## config.mk

```make
export PLATFORM = sky130hd
export DESIGN_NAME = hue_cycling_hsv_to_rgb
export DESIGN_NICKNAME = d
export VERILOG_FILES = /design/src/hdl/hchsv_pkg.sv /design/src/hdl/hchsv_serial_mul.sv /design/src/hdl/hue_cycling_hsv_to_rgb.sv
export SDC_FILE = /design/constraint.sdc
export NUM_CORES = 1
export LEC_CHECK = 0
export BUFFER_PORTS_ARGS = -buffer_cell sky130_fd_sc_hd__buf_2
export CAP_MARGIN = 10
export CORE_ASPECT_RATIO = 1.5
export CORE_MARGIN = 8
export CORE_UTILIZATION = 45
export CTS_CLUSTER_DIAMETER = 200
export CTS_CLUSTER_SIZE = 16
export DETAILED_ROUTE_END_ITERATION = 10
export RECOVER_POWER = 100
export SLEW_MARGIN = 10
export SYNTH_ARGS = -nofsm -noshare
export SYNTH_HDL_FRONTEND = slang
export SYNTH_SLANG_ARGS = --single-unit
```

## constraint.sdc

```tcl
create_clock -name clk_i -period 5.79 [get_ports clk_i]
set_input_delay 1.158 -clock clk_i [delete_from_list [all_inputs] [get_ports clk_i]]
set_output_delay 1.158 -clock clk_i [all_outputs]
set_load 0.02 [all_outputs]
```

## src/hdl/hchsv_pkg.sv

```systemverilog
// Shared constants and types for the hue-cycling HSV to RGB block.
`timescale 1ns / 1ps
package hchsv_pkg;

  // Default widths of the phase accumulator and the color datapath
  localparam int PHASE_BITS_DEF = 32;
  localparam int COLOR_BITS_DEF = 16;

  // Fixed field widths
  localparam int STEP_BITS    = 24;  // Q8.16 seconds
  localparam int Q16_BITS     = 16;  // Q0.16 registers and channels
  localparam int CFG_IDX_BITS = 2;

  // Register reset values
  localparam logic [Q16_BITS-1:0] START_HUE_RST  = 16'd0;
  localparam logic [Q16_BITS-1:0] CYCLE_RATE_RST = 16'd6554;   // 0.10 turn/s
  localparam logic [Q16_BITS-1:0] SATURATION_RST = 16'd55705;  // 0.85
  localparam logic [Q16_BITS-1:0] BRIGHTNESS_RST = 16'd65535;  // full scale

  typedef enum logic [CFG_IDX_BITS-1:0] {
    REG_START_HUE  = 2'd0,
    REG_CYCLE_RATE = 2'd1,
    REG_SATURATION = 2'd2,
    REG_BRIGHTNESS = 2'd3
  } cfg_reg_e;

  typedef enum logic [2:0] {
    ST_IDLE,
    ST_MUL_INC,
    ST_HUE,
    ST_MUL_C,
    ST_MUL_X,
    ST_OUT
  } state_e;

endpackage

```

## src/hdl/hchsv_serial_mul.sv

```systemverilog
// Bit-serial shift-add multiplier, one multiplier bit per cycle.
`timescale 1ns / 1ps
module hchsv_serial_mul #(
  parameter int A_BITS = 24,
  parameter int B_BITS = 17
) (
  input  logic                     clk_i,
  input  logic                     rst_ni,
  input  logic                     start_i,
  input  logic [A_BITS-1:0]        a_i,
  input  logic [B_BITS-1:0]        b_i,
  output logic                     done_o,
  output logic [A_BITS+B_BITS-1:0] prod_o
);

  localparam int CNT_BITS = $clog2(B_BITS + 1);

  logic [A_BITS-1:0]        a_q, a_d;
  logic [A_BITS+B_BITS-1:0] acc_q, acc_d;
  logic [CNT_BITS-1:0]      cnt_q, cnt_d;
  logic                     done_q, done_d;
  logic [A_BITS:0]          sum;

  always_comb begin
    // upper half plus multiplicand when the current multiplier bit is set
    sum    = {1'b0, acc_q[A_BITS+B_BITS-1:B_BITS]} +
             (acc_q[0] ? {1'b0, a_q} : {(A_BITS+1){1'b0}});
    a_d    = a_q;
    acc_d  = acc_q;
    cnt_d  = cnt_q;
    done_d = 1'b0;
    if (start_i) begin
      a_d   = a_i;
      acc_d = {{A_BITS{1'b0}}, b_i};
      cnt_d = CNT_BITS'(B_BITS);
    end else if (cnt_q != '0) begin
      acc_d  = {sum, acc_q[B_BITS-1:1]};
      cnt_d  = cnt_q - 1'b1;
      done_d = (cnt_q == CNT_BITS'(1));
    end
  end

  always_ff @(posedge clk_i or negedge rst_ni) begin
    if (!rst_ni) begin
      cnt_q  <= '0;
      done_q <= 1'b0;
    end else begin
      cnt_q  <= cnt_d;
      done_q <= done_d;
    end
  end

  always_ff @(posedge clk_i) begin
    a_q   <= a_d;
    acc_q <= acc_d;
  end

  assign done_o = done_q;
  assign prod_o = acc_q;

endmodule

```

## src/hdl/hue_cycling_hsv_to_rgb.sv

```systemverilog
// Top level: hue phase accumulator and six-sector HSV to RGB converter.
`timescale 1ns / 1ps
//
//  channel | handshake                 | payload
//  --------+---------------------------+-------------------------------
//  in      | in_valid_i / in_ready_o   | time_step_i (Q8.16 s)
//  out     | out_valid_o / out_ready_i | red_o, green_o, blue_o (Q0.16)
//  cfg     | cfg_we_i                  | cfg_idx_i, cfg_data_i
//
//  Three products run in turn through one bit-serial multiplier
//  (step*rate, value*sat, chroma*frac). A new word is taken only once
//  the sequencer has put the result into the output register and is
//  back in idle.
//  Reset clears the hue phase, loads the register defaults and empties
//  the output register. A stalled output holds the finished word; the
//  next word may be accepted and is parked before the output stage.
//
module hue_cycling_hsv_to_rgb #(
  parameter int PHASE_BITS = hchsv_pkg::PHASE_BITS_DEF,
  parameter int COLOR_BITS = hchsv_pkg::COLOR_BITS_DEF
) (
  input  logic                              clk_i,
  input  logic                              rst_ni,
  // input words
  input  logic                              in_valid_i,
  output logic                              in_ready_o,
  input  logic [hchsv_pkg::STEP_BITS-1:0]   time_step_i,
  // result words
  output logic                              out_valid_o,
  input  logic                              out_ready_i,
  output logic [hchsv_pkg::Q16_BITS-1:0]    red_o,
  output logic [hchsv_pkg::Q16_BITS-1:0]    green_o,
  output logic [hchsv_pkg::Q16_BITS-1:0]    blue_o,
  // register writes
  input  logic                              cfg_we_i,
  input  logic [hchsv_pkg::CFG_IDX_BITS-1:0] cfg_idx_i,
  input  logic [hchsv_pkg::Q16_BITS-1:0]    cfg_data_i
);

  localparam int Q16    = hchsv_pkg::Q16_BITS;
  localparam int MUL_A  = (COLOR_BITS > hchsv_pkg::STEP_BITS) ? COLOR_BITS
                                                              : hchsv_pkg::STEP_BITS;
  localparam int MUL_B  = (COLOR_BITS > Q16 + 1) ? COLOR_BITS : Q16 + 1;
  localparam int PROD_W = MUL_A + MUL_B;
  localparam logic [Q16:0] ONE_TURN = {1'b1, {Q16{1'b0}}};

  // Configuration registers
  logic [Q16-1:0] start_hue_q, cycle_rate_q, saturation_q, brightness_q;

  always_ff @(posedge clk_i or negedge rst_ni) begin
    if (!rst_ni) begin
      start_hue_q  <= hchsv_pkg::START_HUE_RST;
      cycle_rate_q <= hchsv_pkg::CYCLE_RATE_RST;
      saturation_q <= hchsv_pkg::SATURATION_RST;
      brightness_q <= hchsv_pkg::BRIGHTNESS_RST;
    end else if (cfg_we_i) begin
      unique case (hchsv_pkg::cfg_reg_e'(cfg_idx_i))
        hchsv_pkg::REG_START_HUE:  start_hue_q  <= cfg_data_i;
        hchsv_pkg::REG_CYCLE_RATE: cycle_rate_q <= cfg_data_i;
        hchsv_pkg::REG_SATURATION: saturation_q <= cfg_data_i;
        hchsv_pkg::REG_BRIGHTNESS: brightness_q <= cfg_data_i;
      endcase
    end
  end

  // Q0.16 -> Q0.COLOR_BITS, truncating when narrowing
  logic [Q16+7:0]        sat_ext, val_ext;
  logic [COLOR_BITS-1:0] s_col, v_col;
  assign sat_ext = {saturation_q, 8'd0};
  assign val_ext = {brightness_q, 8'd0};
  assign s_col   = sat_ext[Q16+7 -: COLOR_BITS];
  assign v_col   = val_ext[Q16+7 -: COLOR_BITS];

  // Shared serial multiplier
  logic              mul_start, mul_done;
  logic [MUL_A-1:0]  mul_a;
  logic [MUL_B-1:0]  mul_b;
  logic [PROD_W-1:0] mul_prod;

  hchsv_serial_mul #(
    .A_BITS (MUL_A),
    .B_BITS (MUL_B)
  ) u_mul (
    .clk_i   (clk_i),
    .rst_ni  (rst_ni),
    .start_i (mul_start),
    .a_i     (mul_a),
    .b_i     (mul_b),
    .done_o  (mul_done),
    .prod_o  (mul_prod)
  );

  // Sequencer and datapath registers
  hchsv_pkg::state_e     state_q, state_d;
  logic [PHASE_BITS-1:0] phase_q, phase_d;
  logic [2:0]            sector_q, sector_d;
  logic [Q16-1:0]        frac_q, frac_d;
  logic [COLOR_BITS-1:0] c_q, c_d, x_q, x_d;
  logic                  out_valid_q, out_valid_d;
  logic [Q16-1:0]        red_q, red_d, green_q, green_d, blue_q, blue_d;

  // Increment: Q8.32 product aligned to Q0.PHASE_BITS (only low 32 bits survive)
  logic [PHASE_BITS+31:0] inc_ext;
  logic [PHASE_BITS-1:0]  inc;
  assign inc_ext = {mul_prod[31:0], {PHASE_BITS{1'b0}}};
  assign inc     = inc_ext[PHASE_BITS+31 -: PHASE_BITS];

  // Hue and sector split
  logic [PHASE_BITS-1:0] start_ext, hue;
  logic [Q16-1:0]        h;
  logic [Q16+2:0]        h6;
  assign start_ext = PHASE_BITS'(start_hue_q) << (PHASE_BITS - Q16);
  assign hue       = phase_q + start_ext;
  assign h         = hue[PHASE_BITS-1 -: Q16];
  assign h6        = ({3'd0, h} << 2) + ({3'd0, h} << 1);

  // Fraction weight: falling edge in odd sectors
  logic [Q16:0] frac_w;
  assign frac_w = sector_q[0] ? (ONE_TURN - {1'b0, frac_q}) : {1'b0, frac_q};

  // Channel levels
  logic [COLOR_BITS-1:0] m_col, xm_col, r_col, g_col, b_col;
  logic [COLOR_BITS+Q16-1:0] r_ext, g_ext, b_ext;
  assign m_col  = v_col - c_q;
  assign xm_col = x_q + m_col;

  always_comb begin
    unique case (sector_q)
      3'd0:    begin r_col = v_col;  g_col = xm_col; b_col = m_col;  end
      3'd1:    begin r_col = xm_col; g_col = v_col;  b_col = m_col;  end
      3'd2:    begin r_col = m_col;  g_col = v_col;  b_col = xm_col; end
      3'd3:    begin r_col = m_col;  g_col = xm_col; b_col = v_col;  end
      3'd4:    begin r_col = xm_col; g_col = m_col;  b_col = v_col;  end
      default: begin r_col = v_col;  g_col = m_col;  b_col = xm_col; end
    endcase
  end

  // Q0.COLOR_BITS -> Q0.16
  assign r_ext = {r_col, {Q16{1'b0}}};
  assign g_ext = {g_col, {Q16{1'b0}}};
  assign b_ext = {b_col, {Q16{1'b0}}};

  logic out_load;
  assign out_load = (state_q == hchsv_pkg::ST_OUT) && (!out_valid_q || out_ready_i);

  always_comb begin
    state_d     = state_q;
    phase_d     = phase_q;
    sector_d    = sector_q;
    frac_d      = frac_q;
    c_d         = c_q;
    x_d         = x_q;
    red_d       = red_q;
    green_d     = green_q;
    blue_d      = blue_q;
    out_valid_d = out_valid_q;
    mul_start   = 1'b0;
    mul_a       = '0;
    mul_b       = '0;
    in_ready_o  = 1'b0;

    if (out_valid_q && out_ready_i) out_valid_d = 1'b0;

    unique case (state_q)
      hchsv_pkg::ST_IDLE: begin
        in_ready_o = 1'b1;
        if (in_valid_i) begin
          mul_start = 1'b1;
          mul_a     = MUL_A'(time_step_i);
          mul_b     = MUL_B'(cycle_rate_q);
          state_d   = hchsv_pkg::ST_MUL_INC;
        end
      end
      hchsv_pkg::ST_MUL_INC: begin
        if (mul_done) begin
          phase_d = phase_q + inc;
          state_d = hchsv_pkg::ST_HUE;
        end
      end
      hchsv_pkg::ST_HUE: begin
        sector_d  = h6[Q16+2:Q16];
        frac_d    = h6[Q16-1:0];
        mul_start = 1'b1;
        mul_a     = MUL_A'(v_col);
        mul_b     = MUL_B'(s_col);
        state_d   = hchsv_pkg::ST_MUL_C;
      end
      hchsv_pkg::ST_MUL_C: begin
        if (mul_done) begin
          c_d       = mul_prod[COLOR_BITS +: COLOR_BITS];
          mul_start = 1'b1;
          mul_a     = MUL_A'(mul_prod[COLOR_BITS +: COLOR_BITS]);
          mul_b     = MUL_B'(frac_w);
          state_d   = hchsv_pkg::ST_MUL_X;
        end
      end
      hchsv_pkg::ST_MUL_X: begin
        if (mul_done) begin
          x_d     = mul_prod[Q16 +: COLOR_BITS];
          state_d = hchsv_pkg::ST_OUT;
        end
      end
      hchsv_pkg::ST_OUT: begin
        if (out_load) begin
          red_d       = r_ext[COLOR_BITS+Q16-1 -: Q16];
          green_d     = g_ext[COLOR_BITS+Q16-1 -: Q16];
          blue_d      = b_ext[COLOR_BITS+Q16-1 -: Q16];
          out_valid_d = 1'b1;
          state_d     = hchsv_pkg::ST_IDLE;
        end
      end
      default: state_d = hchsv_pkg::ST_IDLE;
    endcase
  end

  always_ff @(posedge clk_i or negedge rst_ni) begin
    if (!rst_ni) begin
      state_q     <= hchsv_pkg::ST_IDLE;
      phase_q     <= '0;
      out_valid_q <= 1'b0;
    end else begin
      state_q     <= state_d;
      phase_q     <= phase_d;
      out_valid_q <= out_valid_d;
    end
  end

  always_ff @(posedge clk_i) begin
    sector_q <= sector_d;
    frac_q   <= frac_d;
    c_q      <= c_d;
    x_q      <= x_d;
    red_q    <= red_d;
    green_q  <= green_d;
    blue_q   <= blue_d;
  end

  assign out_valid_o = out_valid_q;
  assign red_o       = red_q;
  assign green_o     = green_q;
  assign blue_o      = blue_q;

  // Multiplier only finishes while the sequencer waits on it
  a_done_in_mul: assert property (@(posedge clk_i) disable iff (!rst_ni)
    mul_done |-> (state_q == hchsv_pkg::ST_MUL_INC || state_q == hchsv_pkg::ST_MUL_C ||
                  state_q == hchsv_pkg::ST_MUL_X))
    else $error("multiplier done outside a multiply state");

  // Output word only appears from the output state
  a_load_from_out: assert property (@(posedge clk_i) disable iff (!rst_ni)
    $rose(out_valid_q) |-> $past(state_q == hchsv_pkg::ST_OUT))
    else $error("result word appeared without output state");

  // Secondary component never exceeds chroma
  a_x_le_c: assert property (@(posedge clk_i) disable iff (!rst_ni)
    (state_q == hchsv_pkg::ST_OUT) |-> (x_q <= c_q))
    else $error("secondary component above chroma");

  // A finished word waits while the output register is still held
  a_no_overwrite: assert property (@(posedge clk_i) disable iff (!rst_ni)
    (state_q == hchsv_pkg::ST_OUT && out_valid_q && !out_ready_i)
      |=> (state_q == hchsv_pkg::ST_OUT))
    else $error("finished word left while output stalled");

endmodule

```

==> reports/metrics.cfg <==
[critical_path]
crit_type = reg2reg
rrSetupSlack_ns = 0.92
crit_path_max_incr_delay_ns = 0.91
end_kind = flop
crit_path_start = u_mul.prod_o[0]
reg2regPathDepth = 13
r2r-start = u_mul.prod_o[0]
start_kind = flop
critPathMaxFanout = 25
crit_chain = clkbuf_1, ha_1, inv_1, fa_1, and2b_1, o2111ai_1, and3_1, or4b_1, a2111oi_4, a21bo_1, nand4_1, a2111oi_0, a211o_1
rr_endpoint = phase_q[30]
cp-endpoint = phase_q[30]
critPathRequiredTime_ns = 6.25
slowest_stage = clkbuf_1
cp.arrival_ns = 5.33
path_buf_inv = 2
crit_cells = 13
critPathTopFamily = compound AO/OA/AOI/OAI gates

[sta]
fin_setup_tns_ns = 0
fin_crit_sh_pct = 84.1
slew_headroom_pct = -136
holdWs_ns = 0.460
fin_skew_ns = 0.0268
min_period_ns = 4.87
fmax_mhz = 205
worst_slew_pin_slew_ns = 3.54
drv_slew = 340
rsz0062_at_grt = false
finalHoldViolCount = 0
final-setup-viol-count = 0

[logic_synthesis]
syn_area_sq_um = 16700
synth_nets = 1846
synth-async-reset-ratio_pct = 39.4
synth_warnings = 0
syn_area_per_cell_sq_um = 10.0
syn_inst = 1670
synthFlopType = edfxtp_1
synth.distinct_cells = 75
ys_ff_latch = 269
yosysSeqAreaShare_pct = 44.0
synth_edf_count = 139

[floorplan]
chipHeight_um = 252
start_util_pct = 45.5
rows = 86
die_w_um = 173
fp.dieArea_sq_um = 43700
io_pins = 97
coreArea_sq_um = 36700

[placement]
dpl_cell_area_sq_um = 17700
hpwl_mm = 36.6
gp_congestion = 0.910
io_buffers = 96

[drt]
viasPerCell = 5.86
met1Wirelength_mm = 19.5
drc_errors = 0
wirelength_mm = 48.7
wl_met2_mm = 25.0
top_layer_used = met4
wl_per_cell_um = 21.8
first_iter_violations = 841
route.met3.wl_mm = 1.93
ant_nets = 0
firstDrtPassIters = 6
vias = 13100

[grt]
antenna_found_initial = 1
grt_usage_pct = 22.0
globalRouteOverflowTotal = 0
grt_pass1_wl_mm = 75.7
grt_max_degree = 67
grt_pass1_vias = 13200

[clocking]
ctsHoldBuffers = 0
clk_latency_ns = 0.54
numCtsBuffers = 20
cts-root-buf = clkbuf_16
cts_tree = built
cts_num_sinks = 269
cts_setup_buffers = 0
path_clk_slew_ns = 0.08
cts_buffer_depth = 3
ctsResizeCount = 0
htree_levels = 1

[cells_and_area]
drive_gt1_share_pct = 10.1
multi_input_area_sq_um = 8760
syn2layout_area_growth_pct = 8.60
layout.nets = 1914
fill_cells = 3399
final_area_sq_um = 18100
ff_latch_area_sq_um = 7350
diodes = 0

[run_status]
violations = capacitance limit, slew limit
status = complete, but fails checks

[hold_path]
whs_path_depth = 2
min_path_type = reg2reg

[power]
ir_drop_mv = 0.350
p_leak_nw = 7.59
cellPowerDensity_nw_per_um2 = 605

[run]
maxCapViolCount = 8

metal layers:
layer	vias up	GRT usage, %
li1	6283	-
met1	6377	25.0
met2	349	40.4
met3	92	2.32
met4	0	10.6
met5	-	0
cell usage in the layout (no fill, tap or decap), types with 27 or more instances in the layout:
| cell type | synthesis | layout |
|---|---|---|
| xor2_1 | 58 | 57 |
| and2_1 | 27 | 27 |
| ha_1 | 123 | 123 |
| dfrtp_1 | 74 | 74 |
| clkbuf_1 | 61 | 78 |
| o21ai_0 | 124 | 128 |
| xnor2_1 | 51 | 51 |
| inv_1 | 94 | 94 |
| nand2_1 | 160 | 160 |
| nor2_1 | 96 | 95 |
| edfxtp_1 | 139 | 139 |
| mux2_2 | 67 | 67 |
| a21o_1 | 37 | 37 |
| a222oi_1 | 29 | 29 |
| dfstp_2 | 32 | 30 |
| a21oi_1 | 118 | 118 |
| buf_2 | 0 | 42 |
cell type report:
| cell class | instances | area share, % |
|---|---|---|
| clock buffers | 35 | 3.19 |
| well taps | 484 | 3.34 |
| flip-flops and latches | 269 | 40.5 |
| multi-input cells | 1240 | 48.3 |
| repair buffers | 111 | 2.68 |
| clock inverters | 1 | 0.0276 |
| inverters | 96 | 1.99 |
worst register-to-register path, delay by kind of cell, from the launching register on:
family          cells  cell delay [ns]
simple gates        4             1.19
compound gates      5             1.55
flops               1             0.32
buf+inv             2             0.98
fa+ha+maj           2             0.76
flip-flops by register name, summed over array words and instances (netlist names):
signal,flops
u_mul.prod_o,41
phase_q,32
u_mul.a_q,24
blue_o,16
brightness_q,16
c_q,16
cycle_rate_q,16
green_o,16
red_o,16
s_col,16
start_hue_q,16
x_q,16
frac_q,15
u_mul.cnt_q,5
sector_q,3
state_q,3
out_valid_o,1
u_mul.done_o,1
how the worst min path moves through the flow:
stage | start | endpoint | slack (ns)
after detailed placement | u_mul.prod_o[35] | u_mul.prod_o[35] | 0.45
final | u_mul.prod_o[35] | u_mul.prod_o[35] | 0.46
after global routing | u_mul.prod_o[35] | u_mul.prod_o[35] | 0.48
after CTS | u_mul.prod_o[35] | u_mul.prod_o[35] | 0.46
after global placement | u_mul.prod_o[39] | u_mul.prod_o[39] | 0.44
after floorplan | u_mul.prod_o[35] | u_mul.prod_o[35] | 0.44
cells in the mapped netlist (all sizes together), types with 8 or more instances:
cell | number | share of area [%]
nand4 | 15 | 0.56
nor3b | 14 | 0.63
clkbuf | 61 | 1.4
nand2b | 15 | 0.56
nand2 | 160 | 3.6
o221ai | 9 | 0.47
a222oi | 29 | 1.7
a211oi | 23 | 1.0
dfstp | 32 | 5.0
ha | 123 | 9.2
o211ai | 9 | 0.40
o21a | 14 | 0.63
mux2 | 67 | 4.5
a21o | 37 | 1.7
a21oi | 118 | 3.5
a221o | 8 | 0.48
o21ai | 129 | 3.9
or3 | 14 | 0.52
inv | 94 | 2.1
xnor2 | 51 | 2.7
xor2 | 58 | 3.0
a31oi | 16 | 0.60
dfrtp | 74 | 11
mux2i | 8 | 0.48
dfxtp | 24 | 2.9
and3 | 17 | 0.64
o21bai | 17 | 0.76
nor3 | 25 | 0.75
nor2 | 96 | 2.2
edfxtp | 139 | 25
and2 | 27 | 1.0
nand3 | 21 | 0.63
nor2b | 23 | 0.86
o31ai | 9 | 0.40
through the flow:
step | utilization (%) | instances | total power [mW] | setup slack [ns]
6_report | 49.4 | 2236 | 11.0 | 0.921
2_1_floorplan | - | 1670 | 8.00 | 1.76
3_5_place_dp | 48.2 | 2200 | 9.59 | 1.12
3_3_place_gp | 48.2 | 2200 | 9.51 | 1.26
5_1_grt | 49.4 | 2236 | 11.9 | 0.535
4_1_cts | 49.8 | 2236 | 11.0 | 1.05
power by group:
group	internal, mW	switching (mW)	total [mW]
clock network	0.680	0.680	1.36
registers	2.84	0.513	3.35
logic	2.60	3.66	6.26
cells by family (layout without fill, tap and decap cells):
logic type               count (synthesis)  in the layout  share of synthesized area, %
multiplexers                            75             75                          5.00
flip-flops                             269            269                          44.0
AO/OA/AOI/OAI                          474            474                          18.6
adder cells (fa/ha/maj)                129            129                          9.93
buffers and inverters                  161            243                          3.62
XOR/XNOR                               109            109                          5.72
AND/OR/NAND/NOR                        453            453                          13.1
Note: power is estimated with default switching activity, not from simulation.
